--- config.mk ---
export PLATFORM = sky130hd
export DESIGN_NAME = confirmed_command_frame_receiver
export DESIGN_NICKNAME = d
export VERILOG_FILES = /design/src/rtl/ccfr_pkg.sv /design/src/rtl/confirmed_command_frame_receiver.sv /design/src/rtl/ccfr_front.sv /design/src/rtl/ccfr_fifo.sv /design/src/rtl/ccfr_back.sv
export VERILOG_INCLUDE_DIRS = /design/src /design/src/rtl
export SDC_FILE = /design/constraint.sdc
export NUM_CORES = 1
export LEC_CHECK = 0
export BUFFER_PORTS_ARGS = -buffer_cell sky130_fd_sc_hd__buf_4
export CAP_MARGIN = 20
export CORE_MARGIN = 8
export CORE_UTILIZATION = 60
export CTS_CLUSTER_DIAMETER = 120
export DETAILED_ROUTE_END_ITERATION = 10
export PLACE_DENSITY = 0.86
export SYNTH_ARGS = -nofsm -noshare
export SYNTH_HDL_FRONTEND = slang
export SYNTH_HIERARCHICAL = 1
export SYNTH_SLANG_ARGS = --single-unit
--- constraint.sdc ---
create_clock -name i_clk -period 10 [get_ports i_clk]
set_input_delay 1 -clock i_clk [delete_from_list [all_inputs] [get_ports i_clk]]
set_output_delay 1 -clock i_clk [all_outputs]
set_load 0.02 [all_outputs]
--- src/rtl/confirmed_command_frame_receiver_defines.svh ---
// assertion macros for the confirmed command frame receiver
`ifndef CONFIRMED_COMMAND_FRAME_RECEIVER_DEFINES_SVH
`define CONFIRMED_COMMAND_FRAME_RECEIVER_DEFINES_SVH

`ifndef ASSERT_OFF
// property checked on every clock edge outside reset
`define CCFR_ASSERT(lbl, clk, rst_n, prop, msg) \
    lbl: assert property (@(posedge clk) disable iff (!rst_n) prop) else $error(msg);
// condition that must never be seen outside reset
`define CCFR_ASSERT_NEVER(lbl, clk, rst_n, cond, msg) \
    lbl: assert property (@(posedge clk) disable iff (!rst_n) !(cond)) else $error(msg);
`else
`define CCFR_ASSERT(lbl, clk, rst_n, prop, msg)
`define CCFR_ASSERT_NEVER(lbl, clk, rst_n, cond, msg)
`endif

`endif

--- src/rtl/ccfr_pkg.sv ---
// shared types and constants of the confirmed command frame receiver
package ccfr_pkg;

    // frame grammar bytes
    localparam logic [7:0] SYNC_BYTE       = 8'hAA;
    localparam logic [7:0] CMD_BYTE        = 8'h5A;
    localparam logic [7:0] END_BYTE        = 8'h55;
    localparam logic [7:0] CONFIRM_TRAILER = 8'hCC;
    localparam logic [7:0] RELEASE_MARKER  = 8'hAE;
    localparam logic [7:0] MIN_LEN         = 8'd6;

    // widths that cover the largest supported frame buffer (64 bytes a bank)
    localparam int JOB_CNT_W  = 7;
    localparam int MEM_AW_MAX = 7;

    // kind of an emitted byte
    typedef enum logic [1:0] {
        KIND_EXEC    = 2'd0,
        KIND_CONFIRM = 2'd1,
        KIND_BROKEN  = 2'd2
    } t_kind;

    // emitter states
    typedef enum logic {
        EMIT_IDLE,
        EMIT_RUN
    } t_emit_state;

    // one emission job from the parser to the emitter
    typedef struct packed {
        t_kind                  kind;
        logic                   bank;
        logic [JOB_CNT_W-1:0]   count;     // bytes read from the bank
        logic                   has_tail;  // one extra byte after the bank bytes
        logic [7:0]             tail;
        logic                   stray;
    } t_job;

    // frame buffer write port
    typedef struct packed {
        logic                   en;
        logic [MEM_AW_MAX-1:0]  addr;
        logic [7:0]             data;
    } t_mem_wr;

endpackage

--- src/rtl/confirmed_command_frame_receiver.sv ---
// top level of the confirmed command frame receiver
//
//  channel   dir  handshake                     payload
//  s_axis    in   s_axis_tvalid/s_axis_tready   tdata[7:0] rx_byte
//  m_axis    out  m_axis_tvalid/m_axis_tready   tdata data_byte, byte_index,
//                                               stray_start; tuser kind; tlast
//
// one received byte is taken per cycle while the bank being filled is free;
// a byte that breaks a frame, or ends one after an end or confirm trailer,
// queues a readout of 1 to MAX_FRAME_BYTES-1 bytes, sent one per cycle while
// the output does not stall, set by the single read port of the frame buffer;
// an idle emitter pops the job, and back-to-back readouts pass its idle state.
// input stalls while the fill bank is still queued or being read, or the
// two-entry job queue is full; output stalls hold the emitter and reach the
// input only through a busy fill bank or a full queue.
// synchronous active-low reset clears parser, queue and emitter control.
`include "confirmed_command_frame_receiver_defines.svh"

module confirmed_command_frame_receiver #(
    parameter int MAX_FRAME_BYTES = 16
) (
    input  logic        i_clk,
    input  logic        i_rst_n,
    input  logic        s_axis_tvalid,
    output logic        s_axis_tready,
    input  logic [7:0]  s_axis_tdata,   // [7:0] rx_byte
    output logic        m_axis_tvalid,
    input  logic        m_axis_tready,
    output logic [15:0] m_axis_tdata,   // [7:0] data_byte, [11:8] byte_index,
                                        // [12] stray_start, [15:13] zero
    output logic [1:0]  m_axis_tuser,   // [1:0] kind
    output logic        m_axis_tlast
);
    import ccfr_pkg::*;

    localparam int PW = $clog2(MAX_FRAME_BYTES);

    t_job       w_job_in, w_job_out;
    t_mem_wr    w_wr;
    t_kind      w_kind;
    logic       w_push, w_pop;
    logic       w_fifo_full, w_fifo_empty;
    logic [1:0] w_busy_fifo, w_busy_back, w_bank_busy;
    logic [7:0] w_data;
    logic [3:0] w_index;
    logic       w_stray;

    assign w_bank_busy = w_busy_fifo | w_busy_back;

    // parser
    ccfr_front #(
        .MAX_FRAME_BYTES (MAX_FRAME_BYTES)
    ) u_front (
        .i_clk       (i_clk),
        .i_rst_n     (i_rst_n),
        .i_valid     (s_axis_tvalid),
        .o_ready     (s_axis_tready),
        .i_byte      (s_axis_tdata),
        .i_bank_busy (w_bank_busy),
        .i_fifo_full (w_fifo_full),
        .o_push      (w_push),
        .o_job       (w_job_in),
        .o_wr        (w_wr)
    );

    // job queue
    ccfr_fifo u_fifo (
        .i_clk       (i_clk),
        .i_rst_n     (i_rst_n),
        .i_push      (w_push),
        .i_job       (w_job_in),
        .i_pop       (w_pop),
        .o_job       (w_job_out),
        .o_empty     (w_fifo_empty),
        .o_full      (w_fifo_full),
        .o_bank_busy (w_busy_fifo)
    );

    // emitter
    ccfr_back #(
        .MAX_FRAME_BYTES (MAX_FRAME_BYTES)
    ) u_back (
        .i_clk       (i_clk),
        .i_rst_n     (i_rst_n),
        .i_wr        (w_wr),
        .i_job       (w_job_out),
        .i_empty     (w_fifo_empty),
        .o_pop       (w_pop),
        .o_bank_busy (w_busy_back),
        .o_valid     (m_axis_tvalid),
        .i_ready     (m_axis_tready),
        .o_kind      (w_kind),
        .o_data      (w_data),
        .o_index     (w_index),
        .o_stray     (w_stray),
        .o_last      (m_axis_tlast)
    );

    assign m_axis_tdata = {3'b000, w_stray, w_index, w_data};
    assign m_axis_tuser = w_kind;

    // checks
    `CCFR_ASSERT_NEVER(a_push_full, i_clk, i_rst_n, w_push && w_fifo_full,
        "job pushed into full queue")
    `CCFR_ASSERT_NEVER(a_wr_busy, i_clk, i_rst_n, w_wr.en && w_bank_busy[w_wr.addr[PW]],
        "write into bank awaiting readout")
    `CCFR_ASSERT(a_stray_kind, i_clk, i_rst_n,
        m_axis_tvalid && m_axis_tdata[12] |-> m_axis_tuser == KIND_BROKEN,
        "stray flag on non-broken byte")
    `CCFR_ASSERT(a_pop_nonempty, i_clk, i_rst_n, w_pop |-> !w_fifo_empty,
        "job popped from empty queue")

endmodule

--- src/rtl/ccfr_front.sv ---
// byte parser: frame grammar, bank fill and job classification
module ccfr_front #(
    parameter int MAX_FRAME_BYTES = 16
) (
    input  logic              i_clk,
    input  logic              i_rst_n,
    input  logic              i_valid,
    output logic              o_ready,
    input  logic [7:0]        i_byte,
    input  logic [1:0]        i_bank_busy,
    input  logic              i_fifo_full,
    output logic              o_push,
    output ccfr_pkg::t_job    o_job,
    output ccfr_pkg::t_mem_wr o_wr
);
    import ccfr_pkg::*;

    localparam int PW = $clog2(MAX_FRAME_BYTES);

    logic [PW-1:0] r_pos, n_pos;
    logic [PW-1:0] r_len, n_len;
    logic          r_bank, n_bank;
    logic [PW-1:0] r_pend_len, n_pend_len;
    logic          r_pend_valid, n_pend_valid;
    logic [7:0]    r_prev, n_prev;
    logic [7:0]    r_marker, n_marker;

    logic          accept;
    logic          go_broken;
    logic [PW:0]   pos_inc;
    logic [PW:0]   len_ext;

    // hold off while the fill bank is still to be read out or the queue is full
    assign o_ready = !i_bank_busy[r_bank] && !i_fifo_full;
    assign accept  = i_valid && o_ready;
    assign pos_inc = {1'b0, r_pos} + (PW+1)'(1);
    assign len_ext = {1'b0, r_len};

    // grammar step for one accepted byte
    always_comb begin
        n_pos        = r_pos;
        n_len        = r_len;
        n_bank       = r_bank;
        n_pend_len   = r_pend_len;
        n_pend_valid = r_pend_valid;
        n_prev       = r_prev;
        n_marker     = r_marker;
        go_broken    = 1'b0;
        o_push       = 1'b0;
        o_job        = '0;
        o_wr.en      = 1'b0;
        o_wr.addr    = MEM_AW_MAX'({r_bank, r_pos});
        o_wr.data    = i_byte;
        if (accept) begin
            if (r_pos > PW'(2) && r_pos >= r_len) begin
                go_broken = 1'b1;
            end else if (r_pos == PW'(0) && i_byte == SYNC_BYTE) begin
                o_wr.en = 1'b1;
                n_pos   = PW'(1);
            end else if (r_pos == PW'(1) && i_byte == CMD_BYTE) begin
                o_wr.en = 1'b1;
                n_pos   = PW'(2);
            end else if (r_pos == PW'(2) && i_byte >= MIN_LEN
                         && i_byte < 8'(MAX_FRAME_BYTES)) begin
                o_wr.en = 1'b1;
                n_len   = i_byte[PW-1:0];
                n_pos   = PW'(3);
            end else if (r_pos > PW'(2) && pos_inc < len_ext) begin
                o_wr.en = 1'b1;
                n_pos   = pos_inc[PW-1:0];
                n_prev  = i_byte;
                if (r_pos == PW'(3)) begin
                    n_marker = i_byte;
                end
            end else if (r_pos > PW'(2) && pos_inc == len_ext && i_byte == END_BYTE) begin
                o_wr.en = 1'b1;
                n_pos   = '0;
                if (r_prev == END_BYTE) begin
                    o_push      = 1'b1;
                    o_job.kind  = KIND_EXEC;
                    if (r_marker == RELEASE_MARKER && r_pend_valid) begin
                        // release the stored frame instead of this one
                        n_pend_valid = 1'b0;
                        o_job.bank   = !r_bank;
                        o_job.count  = JOB_CNT_W'(r_pend_len);
                    end else begin
                        o_job.bank  = r_bank;
                        o_job.count = JOB_CNT_W'(r_len);
                    end
                end else if (r_prev == CONFIRM_TRAILER) begin
                    // keep this bank, fill the other one from now on
                    o_push       = 1'b1;
                    o_job.kind   = KIND_CONFIRM;
                    o_job.bank   = r_bank;
                    o_job.count  = JOB_CNT_W'(r_len);
                    n_bank       = !r_bank;
                    n_pend_len   = r_len;
                    n_pend_valid = 1'b1;
                end
            end else begin
                go_broken = 1'b1;
            end
        end
        // broken frame: echo the partial frame plus the offending byte
        if (go_broken) begin
            n_pend_valid   = 1'b0;
            n_pos          = '0;
            o_push         = 1'b1;
            o_job.kind     = KIND_BROKEN;
            o_job.bank     = r_bank;
            o_job.count    = JOB_CNT_W'(r_pos);
            o_job.has_tail = 1'b1;
            o_job.tail     = i_byte;
            o_job.stray    = (r_pos == PW'(0));
        end
    end

    // control state
    always_ff @(posedge i_clk) begin
        if (!i_rst_n) begin
            r_pos        <= '0;
            r_len        <= '0;
            r_bank       <= 1'b0;
            r_pend_len   <= '0;
            r_pend_valid <= 1'b0;
        end else begin
            r_pos        <= n_pos;
            r_len        <= n_len;
            r_bank       <= n_bank;
            r_pend_len   <= n_pend_len;
            r_pend_valid <= n_pend_valid;
        end
    end

    // trailer and marker copies of the fill bank
    always_ff @(posedge i_clk) begin
        r_prev   <= n_prev;
        r_marker <= n_marker;
    end

endmodule

--- src/rtl/ccfr_fifo.sv ---
// two-entry job queue between parser and emitter
module ccfr_fifo (
    input  logic           i_clk,
    input  logic           i_rst_n,
    input  logic           i_push,
    input  ccfr_pkg::t_job i_job,
    input  logic           i_pop,
    output ccfr_pkg::t_job o_job,
    output logic           o_empty,
    output logic           o_full,
    output logic [1:0]     o_bank_busy
);
    import ccfr_pkg::*;

    t_job       r_entry [2];
    logic       r_wp, r_rp;
    logic [1:0] r_cnt;
    logic       do_push, do_pop;
    logic [1:0] entry_valid;

    assign o_empty = (r_cnt == 2'd0);
    assign o_full  = (r_cnt == 2'd2);
    assign do_push = i_push && !o_full;
    assign do_pop  = i_pop && !o_empty;
    assign o_job   = r_entry[r_rp];

    // banks that queued jobs still have to read
    always_comb begin
        entry_valid[0] = o_full || (r_cnt == 2'd1 && r_rp == 1'b0);
        entry_valid[1] = o_full || (r_cnt == 2'd1 && r_rp == 1'b1);
        o_bank_busy    = 2'b00;
        for (int e = 0; e < 2; e++) begin
            if (entry_valid[e] && r_entry[e].count != '0) begin
                o_bank_busy[r_entry[e].bank] = 1'b1;
            end
        end
    end

    // pointers and fill level
    always_ff @(posedge i_clk) begin
        if (!i_rst_n) begin
            r_wp  <= 1'b0;
            r_rp  <= 1'b0;
            r_cnt <= 2'd0;
        end else begin
            if (do_push) begin
                r_wp <= !r_wp;
            end
            if (do_pop) begin
                r_rp <= !r_rp;
            end
            r_cnt <= r_cnt + 2'(do_push) - 2'(do_pop);
        end
    end

    // entry storage
    always_ff @(posedge i_clk) begin
        if (do_push) begin
            r_entry[r_wp] <= i_job;
        end
    end

endmodule

--- src/rtl/ccfr_back.sv ---
// emitter: frame buffer, readout sequencer and output register
module ccfr_back #(
    parameter int MAX_FRAME_BYTES = 16
) (
    input  logic              i_clk,
    input  logic              i_rst_n,
    input  ccfr_pkg::t_mem_wr i_wr,
    input  ccfr_pkg::t_job    i_job,
    input  logic              i_empty,
    output logic              o_pop,
    output logic [1:0]        o_bank_busy,
    output logic              o_valid,
    input  logic              i_ready,
    output ccfr_pkg::t_kind   o_kind,
    output logic [7:0]        o_data,
    output logic [3:0]        o_index,
    output logic              o_stray,
    output logic              o_last
);
    import ccfr_pkg::*;

    localparam int PW    = $clog2(MAX_FRAME_BYTES);
    localparam int AW    = PW + 1;
    localparam int DEPTH = 2 ** AW;

    logic [7:0]           r_mem [DEPTH];
    logic [7:0]           r_rd_data;

    t_emit_state          r_state, n_state;
    t_job                 r_job;
    logic [JOB_CNT_W-1:0] r_idx;
    logic [JOB_CNT_W-1:0] total;
    logic                 use_mem;
    logic                 idx_last;
    logic                 issue;
    logic                 s2_ready;
    logic                 s1_free;

    logic                 r_s1_valid;
    t_kind                r_s1_kind;
    logic [3:0]           r_s1_index;
    logic                 r_s1_stray;
    logic                 r_s1_last;
    logic                 r_s1_tail_sel;
    logic [7:0]           r_s1_tail;

    logic                 r_out_valid;
    t_kind                r_out_kind;
    logic [7:0]           r_out_data;
    logic [3:0]           r_out_index;
    logic                 r_out_stray;
    logic                 r_out_last;

    assign total    = r_job.count + JOB_CNT_W'(r_job.has_tail);
    assign idx_last = (r_idx == total - JOB_CNT_W'(1));
    assign use_mem  = (r_idx < r_job.count);
    assign s2_ready = !r_out_valid || i_ready;
    assign s1_free  = !r_s1_valid || s2_ready;

    // bank held until its last byte has been read
    always_comb begin
        o_bank_busy = 2'b00;
        if (r_state == EMIT_RUN && use_mem) begin
            o_bank_busy[r_job.bank] = 1'b1;
        end
    end

    // sequencer next state
    always_comb begin
        n_state = r_state;
        o_pop   = 1'b0;
        issue   = 1'b0;
        unique case (r_state)
            EMIT_IDLE: begin
                if (!i_empty) begin
                    o_pop   = 1'b1;
                    n_state = EMIT_RUN;
                end
            end
            EMIT_RUN: begin
                if (s1_free) begin
                    issue = 1'b1;
                    if (idx_last) begin
                        n_state = EMIT_IDLE;
                    end
                end
            end
            default: n_state = EMIT_IDLE;
        endcase
    end

    // sequencer state and stage valids
    always_ff @(posedge i_clk) begin
        if (!i_rst_n) begin
            r_state     <= EMIT_IDLE;
            r_s1_valid  <= 1'b0;
            r_out_valid <= 1'b0;
        end else begin
            r_state <= n_state;
            if (issue) begin
                r_s1_valid <= 1'b1;
            end else if (s2_ready) begin
                r_s1_valid <= 1'b0;
            end
            if (s2_ready) begin
                r_out_valid <= r_s1_valid;
            end
        end
    end

    // job and byte counter
    always_ff @(posedge i_clk) begin
        if (o_pop) begin
            r_job <= i_job;
            r_idx <= '0;
        end else if (issue) begin
            r_idx <= r_idx + JOB_CNT_W'(1);
        end
    end

    // frame buffer
    always_ff @(posedge i_clk) begin
        if (i_wr.en) begin
            r_mem[i_wr.addr[AW-1:0]] <= i_wr.data;
        end
        if (issue && use_mem) begin
            r_rd_data <= r_mem[{r_job.bank, r_idx[PW-1:0]}];
        end
    end

    // read stage side data
    always_ff @(posedge i_clk) begin
        if (issue) begin
            r_s1_kind     <= r_job.kind;
            r_s1_index    <= r_idx[3:0];
            r_s1_stray    <= r_job.stray;
            r_s1_last     <= idx_last;
            r_s1_tail_sel <= !use_mem;
            r_s1_tail     <= r_job.tail;
        end
    end

    // output register
    always_ff @(posedge i_clk) begin
        if (s2_ready && r_s1_valid) begin
            r_out_kind  <= r_s1_kind;
            r_out_data  <= r_s1_tail_sel ? r_s1_tail : r_rd_data;
            r_out_index <= r_s1_index;
            r_out_stray <= r_s1_stray;
            r_out_last  <= r_s1_last;
        end
    end

    assign o_valid = r_out_valid;
    assign o_kind  = r_out_kind;
    assign o_data  = r_out_data;
    assign o_index = r_out_index;
    assign o_stray = r_out_stray;
    assign o_last  = r_out_last;

endmodule

# After elaboration in Yosys (flattened, before gate mapping)
# Memory sizes are Yosys's and may differ from the RTL's. A register that Yosys moved wholly into a read port is not among the register bits.
# Cells that the tools add are included.
[word_totals]
register_bits = 77
ram_bits = 296
in_bits = 12
out_inout_bits = 21
elab_cells = 189
mem_count = 2
[classes]
n_addsub = 6
magnitude_cmp = 13
n_eq_ne = 14
muxes = 68
bitwise = 11
reduce_logical = 50
[memory_table]
columns = ["memory", "words", "width", "rd", "rd_clocked_by_memory_dff", "wr", "line", "source"]
rows = [
  ["u_back.r_mem", 32, 8, 1, 1, 1, "ccfr_back.sv:26", "logic [7:0] r_mem [DEPTH];"],
  ["u_fifo.r_entry", 2, 20, 3, 1, 1, "ccfr_fifo.sv:15", "t_job r_entry [2];"],
]
[op_table]
columns = ["cell", "count"]
rows = [
  ["2-to-1 mux 10 bit", 8],
  ["2-to-1 mux 1 bit", 44],
  ["== test 8 x 7 -> 1 bit (second input constant)", 3],
  ["== test 8 bit (second input constant)", 3],
  ["logical AND 1 bit", 23],
  ["2-to-1 mux 20 bit", 1],
  ["2-to-1 mux 4 bit", 5],
  ["AND reduction 9 bit", 2],
  ["2-to-1 mux 8 bit", 2],
  ["nonzero test 7 bit", 2],
  ["logical NOT 1 bit", 9],
  ["2-to-1 mux 9 bit", 1],
  ["NOT 1 bit", 9],
  ["== test 4 x 2 -> 1 bit (second input constant)", 2],
  ["greater-or-equal comparator 8 x 3 -> 1 bit (second input constant)", 1],
  ["< comparator 1 x 2 -> 1 bit (second input constant)", 4],
  ["< comparator 8 x 5 -> 1 bit (second input constant)", 1],
  ["adder 7 x 1 -> 7 bit", 1],
  ["adder 7 x 1 -> 7 bit (second input constant)", 1],
  ["== test 7 bit", 1],
  ["< comparator 7 bit", 1],
  ["AND reduction 7 bit", 1],
  ["subtractor 7 x 1 -> 7 bit (second input constant)", 1],
  ["2-to-1 mux 2 bit", 3],
  ["other kinds (24)", 33],
]

# Depth between registers and ports, before layout
# Gate-level depths: netlist of the first run.
# An unclocked memory read counts as a cell.
[logic_depth]
ltp_word = 19
mapped_depth = 21
depth_no_buf = 20

# Cells and area by module
# Netlist of the first run, hierarchy kept.
[by_module_without_submodules]
columns = ["mod", "instances", "cells_each", "area_per_inst_um2", "seq_area_each_um2"]
rows = [
  ["ccfr_back", 1, 677, 12912.4, 9719.3],
  ["ccfr_front", 1, 208, 2064.5, 760.7],
  ["ccfr_fifo", 1, 103, 1747.9, 1301.2],
  ["confirmed_command_frame_receiver", 1, 7, 46.3, 0.0],
]

# Least setup slack after synthesis of the first run
# OpenSTA, ideal clock, no wires.
[synth_path]
path_kind = "flip-flop to flip-flop"
start = "reg u_back/r_job[14] (netlist name)"
end = "mem u_fifo/r_entry[0][0] (netlist bit) (enable)"
setup_time_ps = 375
arrival_ps = 3383
required_time_ps = 9625
setup_slack_ps = 6242
stages_incl_launch_ff = 16
n_path_buf = 0
period_less_slack_ps = 3758
cell_sequence = "edfxtp_1 > inv_1 > ha_1 > a211oi_1 > o21bai_1 > a21oi_1 > and3_1 > or2_1 > mux2i_1 > and3b_1 > o2111ai_1 > or3_1 > o21bai_1 > inv_1 > or3_1 > inv_1"
[synth_between]
elab_chain_len = 14
word_cells_on_any_way = 15
classes_between = "order compare (1); mux (8); bitwise (1); reduce/logical (5)"
[synth_rtl]
columns = ["element", "line", "source"]
rows = [
  ["< comparator 7 bit (*)", "ccfr_back.sv:56", "assign use_mem = (r_idx < r_job.count);"],
  ["logical AND 1 bit (*)", "ccfr_back.sv:63", "if (r_state == EMIT_RUN && use_mem) begin"],
  ["2-to-1 mux 2 bit (*)", "ccfr_back.sv:63", ""],
  ["via w_busy_back[1]", "confirmed_command_frame_receiver.sv:43", "logic [1:0] w_busy_fifo, w_busy_back, w_bank_busy;"],
  ["OR 2 bit (*)", "confirmed_command_frame_receiver.sv:48", "assign w_bank_busy = w_busy_fifo | w_busy_back;"],
  ["via w_bank_busy[1]", "confirmed_command_frame_receiver.sv:43", ""],
  ["2-to-1 mux 1 bit (implied by the code) (*) (2 in series)", "ccfr_front.sv:34", "assign o_ready = !i_bank_busy[r_bank] && !i_fifo_full;"],
  ["logical NOT 1 bit (*)", "ccfr_front.sv:34", ""],
  ["logical AND 1 bit (*)", "ccfr_front.sv:34", ""],
  ["logical AND 1 bit (*)", "ccfr_front.sv:35", "assign accept = i_valid && o_ready;"],
  ["2-to-1 mux 1 bit", "ccfr_front.sv:54", "if (accept) begin"],
  ["2-to-1 mux 1 bit (*)", "ccfr_front.sv:105", "if (go_broken) begin"],
  ["via w_push", "confirmed_command_frame_receiver.sv:41", "logic w_push, w_pop;"],
  ["logical AND 1 bit (*)", "ccfr_fifo.sv:23", "assign do_push = i_push && !o_full;"],
  ["2-to-1 mux 1 bit (*)", "ccfr_fifo.sv:58", "if (do_push) begin"],
  ["2-to-1 mux 1 bit (implied by the code) (*)", "ccfr_fifo.sv:59", "r_entry[r_wp] <= i_job;"],
  ["end, declared", "ccfr_fifo.sv:15", ""],
]
# The timed path passes the listed nets; every way through them passes the cells marked *. The select of a mux whose other input is x is not followed.

# Worst setup path in the final report of the first run
[layout_path]
start = "reg u_back.r_idx[1]"
end = "mem u_fifo/r_entry[0][1] (netlist bit) (enable)"
[layout_between]
elab_chain_len = 14
word_cells_on_any_way = 15
classes_between = "order compare (1); mux (8); bitwise (1); reduce/logical (5)"
[layout_rtl]
columns = ["element", "line", "source"]
rows = [
  ["start, declared", "ccfr_back.sv:31", "logic [JOB_CNT_W-1:0] r_idx;"],
  ["start signal, assigned", "ccfr_back.sv:117", "r_idx <= r_idx + JOB_CNT_W'(1);"],
  ["< comparator 7 bit (*)", "ccfr_back.sv:56", ""],
  ["logical AND 1 bit (*)", "ccfr_back.sv:63", ""],
  ["2-to-1 mux 2 bit (*)", "ccfr_back.sv:63", ""],
  ["via w_busy_back[0]", "confirmed_command_frame_receiver.sv:43", ""],
  ["OR 2 bit (*)", "confirmed_command_frame_receiver.sv:48", ""],
  ["via w_bank_busy[0]", "confirmed_command_frame_receiver.sv:43", ""],
  ["2-to-1 mux 1 bit (implied by the code) (*) (2 in series)", "ccfr_front.sv:34", ""],
  ["logical NOT 1 bit (*)", "ccfr_front.sv:34", ""],
  ["logical AND 1 bit (*)", "ccfr_front.sv:34", ""],
  ["logical AND 1 bit (*)", "ccfr_front.sv:35", ""],
  ["2-to-1 mux 1 bit", "ccfr_front.sv:54", ""],
  ["2-to-1 mux 1 bit (*)", "ccfr_front.sv:105", ""],
  ["via w_push", "confirmed_command_frame_receiver.sv:41", ""],
  ["logical AND 1 bit (*)", "ccfr_fifo.sv:23", ""],
  ["2-to-1 mux 1 bit (*)", "ccfr_fifo.sv:58", ""],
  ["2-to-1 mux 1 bit (implied by the code) (*)", "ccfr_fifo.sv:59", ""],
]
# Marked as above.

==> run summary, run 1 <==
Hold Path Depth: 0
Total number of vias: 9,090
Chip Height: 183 um
CP top delay family: compound AO/OA/AOI/OAI gates
Worst vdd ir: 0.000178 V
Root Driver: clkbuf_16
Startpoint types: register
Fillers: 1,770
Initial core utilization: 60.6%
First-pass iteration count of the detailed router: 5
Worst EP required: 10.15 ns
Slowest cell delay on critical path: 0.90 ns
Post-synthesis cell count: 993
Type of the worst setup path: reg2reg
MaxCap Viol Count: 0
DR iter-0 viols: 1,092
Crit path DAT: 4.99 ns
Cell Area, Synth: 0.0168 mm2
H-tree levels: 2
TritonCTS Sinks: 402
Chip Width: 183 um
CP Depth: 14
Vias in the first global route: 9,208
Tcrit/Tclk final: 48.4%
GRT overflow: 0
Worst reg-to-reg path cell count: 14
Fin. Hold Viols: 0
Clk slew on worst S/H paths: 0.06 ns
Reg-to-reg endpoint: u_fifo/r_entry[0][1]$_DFFE_PP_
Gate power share: 21.7%
Clock power share: 30.2%
Slew HR: 37.5%
Critical Path End Type: register
Area after DPL: 0.0171 mm2
Clock Tree Buf Depth: 3
First-pass GRT wire length: 53.0 mm
Sequential share of power: 48.1%
Buffers on Ports: 29
DRC: 0
Final worst path period need: 4.84 ns
Die area: 0.0335 mm2
Pwr/cell area: 249 mW/mm2
Final TNS setup: 0 ns
Unrepaired setup endpoints after global routing: false
Pin count of the biggest net entering global routing: 54
Status: completed
Cts repair resizes: 0
Total GRT Usage: 20.5%
Vias per Instance: 6.38
CTS Buf Count: 37
Final setup viols: 0
Clock latency on the worst-skew pair: 0.52 ns
Worst R2R Setup Slack: 5.16 ns
CP endpoint: u_fifo/r_entry[0][1]$_DFFE_PP_
Max Fclk: 207 MHz
Finished Cell Area: 0.0183 mm2
Worst Tran Pin Value: 0.936 ns
Total Wirelength: 34.1 mm
Final core utilization: 66.2%
N_diodes: 0
Final Max Slew Viols: 0
Pint: 3.29 mW
Row count: 61
Initial antenna violation count: 0
Nets@finish: 1,055
Post-cts hold buffer count: 0
Syn Area/Cell: 16.9 um2
CP Max Fanout: 50
Clock Skew: 0.0194 ns
Ratio of cells with drive above 1 in the final layout: 14.8%
CP Cell Sequence: ha_1 > a21o_1 > a21o_1 > a21oi_1 > inv_1 > nor3b_1 > or2_1 > mux2i_1 > nand3b_1 > o41ai_4 > o21bai_1 > inv_1 > or3_1 > inv_1
Drt wl/cell: 23.9 um
Hold Path Class: reg2reg
Core ar.: 0.0276 mm2
CP most frequent cell: inv_1
Area Growth Syn to Fin: 9.09%
Post-DP HPWL: 20.4 mm
P_sw: 1.26 mW
Leak: 5.97 nW
Worst setup startpoint: u_back/r_idx[1]$_SDFFE_PP0P_
GPL Wtd Cong: 0.872
Switch share: 27.7%
Critical path's slowest cell: o41ai_4
Yosys warning count: 6
Final ANT Viol Nets: 0
Reg2reg start: u_back/r_idx[1]$_SDFFE_PP0P_
Setup Fix Bufs, Post-CTS: 0
I/O pin count: 33
Worst path bufs/invs: 3
CTS tree: yes
-- power groups by stage --
stage	registers (mW)	clock network [mW]	logic, mW
after CTS	2.19	1.39	0.983
after detailed placement	2.21	0	0.968
after global routing	2.20	1.45	1.05
after global placement	2.21	0	0.941
after floorplan	2.16	0	0.758
final	2.19	1.37	0.985
-- cells in the final DEF (no fill, tap or decap), types with 4 or more instances in the layout --
cell type	instances
nor4bb_1	4
nor4_1	7
bufinv_16	4
nand3b_1	9
edfxtp_1	373
nand2_1	31
nor3b_1	4
a21oi_1	17
a22oi_1	21
inv_1	23
nor2b_1	16
clkbuf_1	17
mux2i_1	93
or3_1	5
mux2_2	27
nor2_1	52
dfxtp_1	27
and2_1	15
nand3_1	7
nand2b_1	6
mux4_1	11
a21o_1	4
nor3_1	12
o21ai_0	15
xor2_1	8
a31oi_1	12
ha_1	23
o221ai_1	8
a22o_1	10
clkbuf_16	37
conb_1	6
xnor2_1	11
and3_1	10
mux4_2	21
buf_4	38
-- final cells by class --
type	instances	area, um2	share of cell area (%)
Clock inverter	8	136	0.746
Tap cell	378	473	2.59
Timing Repair Buffer	38	285	1.56
Clock buffer	57	1030	5.64
Inverter	24	90.1	0.493
Sequential cell	402	11800	64.5
Multi-Input combinational cell	517	4480	24.5
-- worst min-delay path by stage --
stage	start	to	slack [ns]
global route	u_back/r_s1_last$_DFFE_PP_	u_back/o_last$_DFFE_PP_	0.42
floorplan	u_back/r_s1_index[0]$_DFFE_PP_	u_back/o_index[0]$_DFFE_PP_	0.40
finish	u_back/r_s1_last$_DFFE_PP_	u_back/o_last$_DFFE_PP_	0.41
detailed placement	u_back/r_s1_index[3]$_DFFE_PP_	u_back/o_index[3]$_DFFE_PP_	0.40
CTS	u_back/r_s1_last$_DFFE_PP_	u_back/o_last$_DFFE_PP_	0.42
global placement	u_back/r_job[4]$_DFFE_PP_	u_back/r_s1_tail[3]$_DFFE_PP_	0.40
-- flip-flops by register name, indices dropped and copies added (netlist names), 2 cells and up, named ones only --
signal,cells
u_front/r_pos,4
u_back/o_data,8
u_back/r_rd_data,8
u_back/r_mem,256
u_back/r_s1_kind,2
u_front/r_pend_len,4
u_back/r_idx,7
u_back/o_index,4
u_fifo/r_cnt,2
u_back/r_job,20
u_front/r_prev,8
u_back/o_kind,2
u_fifo/r_entry,40
u_back/r_s1_tail,8
u_front/r_len,4
u_back/r_s1_index,4
u_front/r_marker,8
-- stage by stage --
step	total power, mW	setup WS (ns)	hold WS, ns	cells
after CTS	4.56	5.12	0.416	1424
after detailed placement	3.18	5.17	0.405	1359
after global placement	3.15	5.28	0.401	1359
after floorplan	2.92	6.24	0.400	997
final	4.54	5.16	0.415	1424
after global routing	4.70	4.78	0.424	1424
-- routing by layer --
layer / up-vias / track usage (%) / wire, um
met5: - / 0 / 0
met4: 0 / 7.91 / 1050
met3: 99 / 3.32 / 2720
met2: 509 / 33.4 / 16700
met1: 4570 / 27.6 / 13700
li1: 3912 / - / -
Power figures use the tool's default switching activity.
==> run 2: changes to the inputs <==
Clock period 10 ns to 4.6 ns, I/O delays scaled along.
==> run summary, run 2 (synthesis results as in run 1) <==
Pint: 7.30 mW (+120%)
P_sw: 2.76 mW (+120%)
Cts repair resizes: 0 (unchanged)
DR iter-0 viols: 1,035 (-5.2%)
Final setup viols: 0 (unchanged)
GRT overflow: 0 (unchanged)
Most frequent cells in the layout: 373 x edfxtp_1, 93 x mux2i_1, 53 x buf_4, 52 x nor2_1, 39 x clkbuf_16
Status: completed
Final ANT Viol Nets: 0 (unchanged)
Worst EP required: 4.75 ns (-5.40 ns)
Fillers: 1,767 (-0.17%)
CTS Buf Count: 38 (+2.7%)
Hold Path Class: in2reg
Total GRT Usage: 20.5% (about the same)
First-pass GRT wire length: 52.6 mm (-0.83%)
Worst path bufs/invs: 2 (-1)
Row count: 61 (unchanged)
DP Cell Count: 1,374 (+1.1%)
Buffers on Ports: 29 (unchanged)
GPL Wtd Cong: 0.898 (+2.9%)
Pwr/cell area: 544 mW/mm2 (+120%)
Ratio of cells with drive above 1 in the final layout: 16.6% (+1.8 points)
Post-route total power: 10.1 mW (+120%)
Clock Tree Buf Depth: 3 (unchanged)
Chip Height: 183 um (unchanged)
Chip Width: 183 um (unchanged)
Initial antenna violation count: 1 (+1)
Worst Tran Pin Value: 0.946 ns (+0.0106 ns)
Clk slew on worst S/H paths: 0.06 ns (about the same)
I/O pin count: 33 (unchanged)
Type of the worst setup path: reg2reg
Startpoint types: register
Clock latency on the worst-skew pair: 0.53 ns (about the same)
Area after DPL: 0.0172 mm2 (+0.66%)
Sequential share of power: 46.5% (-1.6 points)
Crit path DAT: 4.33 ns (-0.66 ns)
Hold_sp: i_rst_n
N_diodes: 0 (unchanged)
Post-DP HPWL: 20.8 mm (+1.5%)
Finished Cell Area: 0.0185 mm2 (+1.1%)
Gate power share: 21.9% (+0.2 points)
MaxCap Viol Count: 0 (unchanged)
Total number of vias: 9,016 (-0.81%)
Clock power share: 31.6% (+1.4 points)
Drt wl/cell: 23.9 um (about the same)
Post-cts hold buffer count: 0 (unchanged)
Switch share: 27.4% (-0.23 points)
Slowest cell delay on critical path: 0.81 ns (-0.09 ns)
Largest register FFs: 256 (unchanged)
Slew HR: 36.8% (-0.71 points)
Non-filler cells, final: 1,440 (+1.1%)
Tcrit/Tclk final: 91.0% (+43 points)
CP top delay family: simple AND/OR/NAND/NOR gates
Final worst path period need: 4.19 ns (-0.656 ns)
Most common cell after layout, fill and taps aside: edfxtp_1
Die area: 0.0335 mm2 (unchanged)
Unrepaired setup endpoints after global routing: false
Worst reg-to-reg path cell count: 14 (unchanged)
Critical Path End Type: register
Core ar.: 0.0276 mm2 (unchanged)
Max Fclk: 239 MHz (+16%)
CTS tree: yes
Clock Skew: 0.0183 ns (-0.00117 ns)
Initial core utilization: 60.6% (unchanged)
Worst vdd ir: 0.000378 V (+110%)
Vias in the first global route: 9,068 (-1.5%)
Area Growth Syn to Fin: 10.3%
Root Driver: clkbuf_16
Reg-to-reg endpoint: u_back/r_mem[30][6]$_DFFE_PP_
Vias per Instance: 6.26 (-1.9%)
First-pass iteration count of the detailed router: 5 (unchanged)
Leak: 6.10 nW (+2.1%)
Final TNS setup: 0 ns (unchanged)
CP Cell Sequence: inv_1 > ha_1 > o21ai_0 > nor2_1 > a21oi_1 > and3_1 > or2_1 > mux2i_1 > nand3b_1 > a31oi_1 > o31ai_1 > inv_1 > nand3b_1 > nor2_1
DRC: 0 (unchanged)
Fin. Hold Viols: 0 (unchanged)
Reg2reg start: u_back/r_job[15]$_DFFE_PP_
Final Max Slew Viols: 0 (unchanged)
Critical path's slowest cell: nor2_1
Worst R2R Setup Slack: 0.41 ns (-4.74 ns)
CP Max Fanout: 8 (-84%)
Hold Path Depth: 2 (+2)
Setup Fix Bufs, Post-CTS: 0 (unchanged)
Pin count of the biggest net entering global routing: 59 (+9.3%)
Hold Path Sink: u_front/r_pos[0]$_SDFFE_PP0P_
Final core utilization: 66.9% (+0.73 points)
TritonCTS Sinks: 402 (unchanged)
Total Wirelength: 34.5 mm (+1.1%)
H-tree levels: 2 (unchanged)
Nets@finish: 1,071 (+1.5%)
## run 2: cell types whose count changed in the layout (fill, tap and decap cells not counted)
cell,change
clkinv_2,+2
bufinv_16,+2
clkbuf_16,+2
clkbuf_1,-9
buf_4,+15
clkinvlp_4,+1
inv_6,+1
clkbuf_8,-2
clkinv_1,+4
## run 2: layer usage
metal / GRT usage, % / wire length [um]
met1: 27.2 / 13300
met2: 33.8 / 16900
met3: 4.19 / 3280
met4: 6.64 / 963
met5: 0 / 10
## run 2: area by class of cell
type                       count  area (um2)  area share (%)
timing repair buffer          53         398            2.15
clock inverter                18         238            1.29
sequential                   402       11800            63.8
clock buffer                  48        1020            5.52
inverter                      24        90.1           0.487
tap                          378         473            2.56
multi-input combinational    517        4480            24.2
## run 2: how the worst max path moves through the flow
stage	start	endpoint	slack, ns	cells after the start
3_5_place_dp	u_back/r_job[15]$_DFFE_PP_	u_back/r_mem[10][5]$_DFFE_PP_	0.41	14
2_1_floorplan	u_back/r_job[14]$_DFFE_PP_	u_fifo/r_entry[0][0]$_DFFE_PP_	0.84	15
5_1_grt	u_back/r_job[15]$_DFFE_PP_	u_back/r_mem[30][6]$_DFFE_PP_	0.09	14
4_1_cts	u_back/r_job[15]$_DFFE_PP_	u_back/r_mem[10][6]$_DFFE_PP_	0.41	14
6_report	u_back/r_job[15]$_DFFE_PP_	u_back/r_mem[30][6]$_DFFE_PP_	0.41	14
3_3_place_gp	u_back/r_job[14]$_DFFE_PP_	u_fifo/r_entry[0][4]$_DFFE_PP_	0.66	16
## run 2: power by group through the flow
stage                     Sequential, mW  Clock [mW]  Combinational [mW]
after global routing                4.70        3.36                2.35
after global placement              4.72           0                2.09
final                               4.67        3.18                2.20
after CTS                           4.67        3.22                2.19
after detailed placement            4.75           0                2.14
after floorplan                     4.69           0                1.65
## run 2: per-stage QoR
step           hold WS [ns]  setup slack, ns
6_report              0.278            0.414
5_1_grt               0.275           0.0888
4_1_cts               0.261            0.407
3_5_place_dp          0.405            0.412
3_3_place_gp          0.402            0.663
2_1_floorplan         0.400            0.842
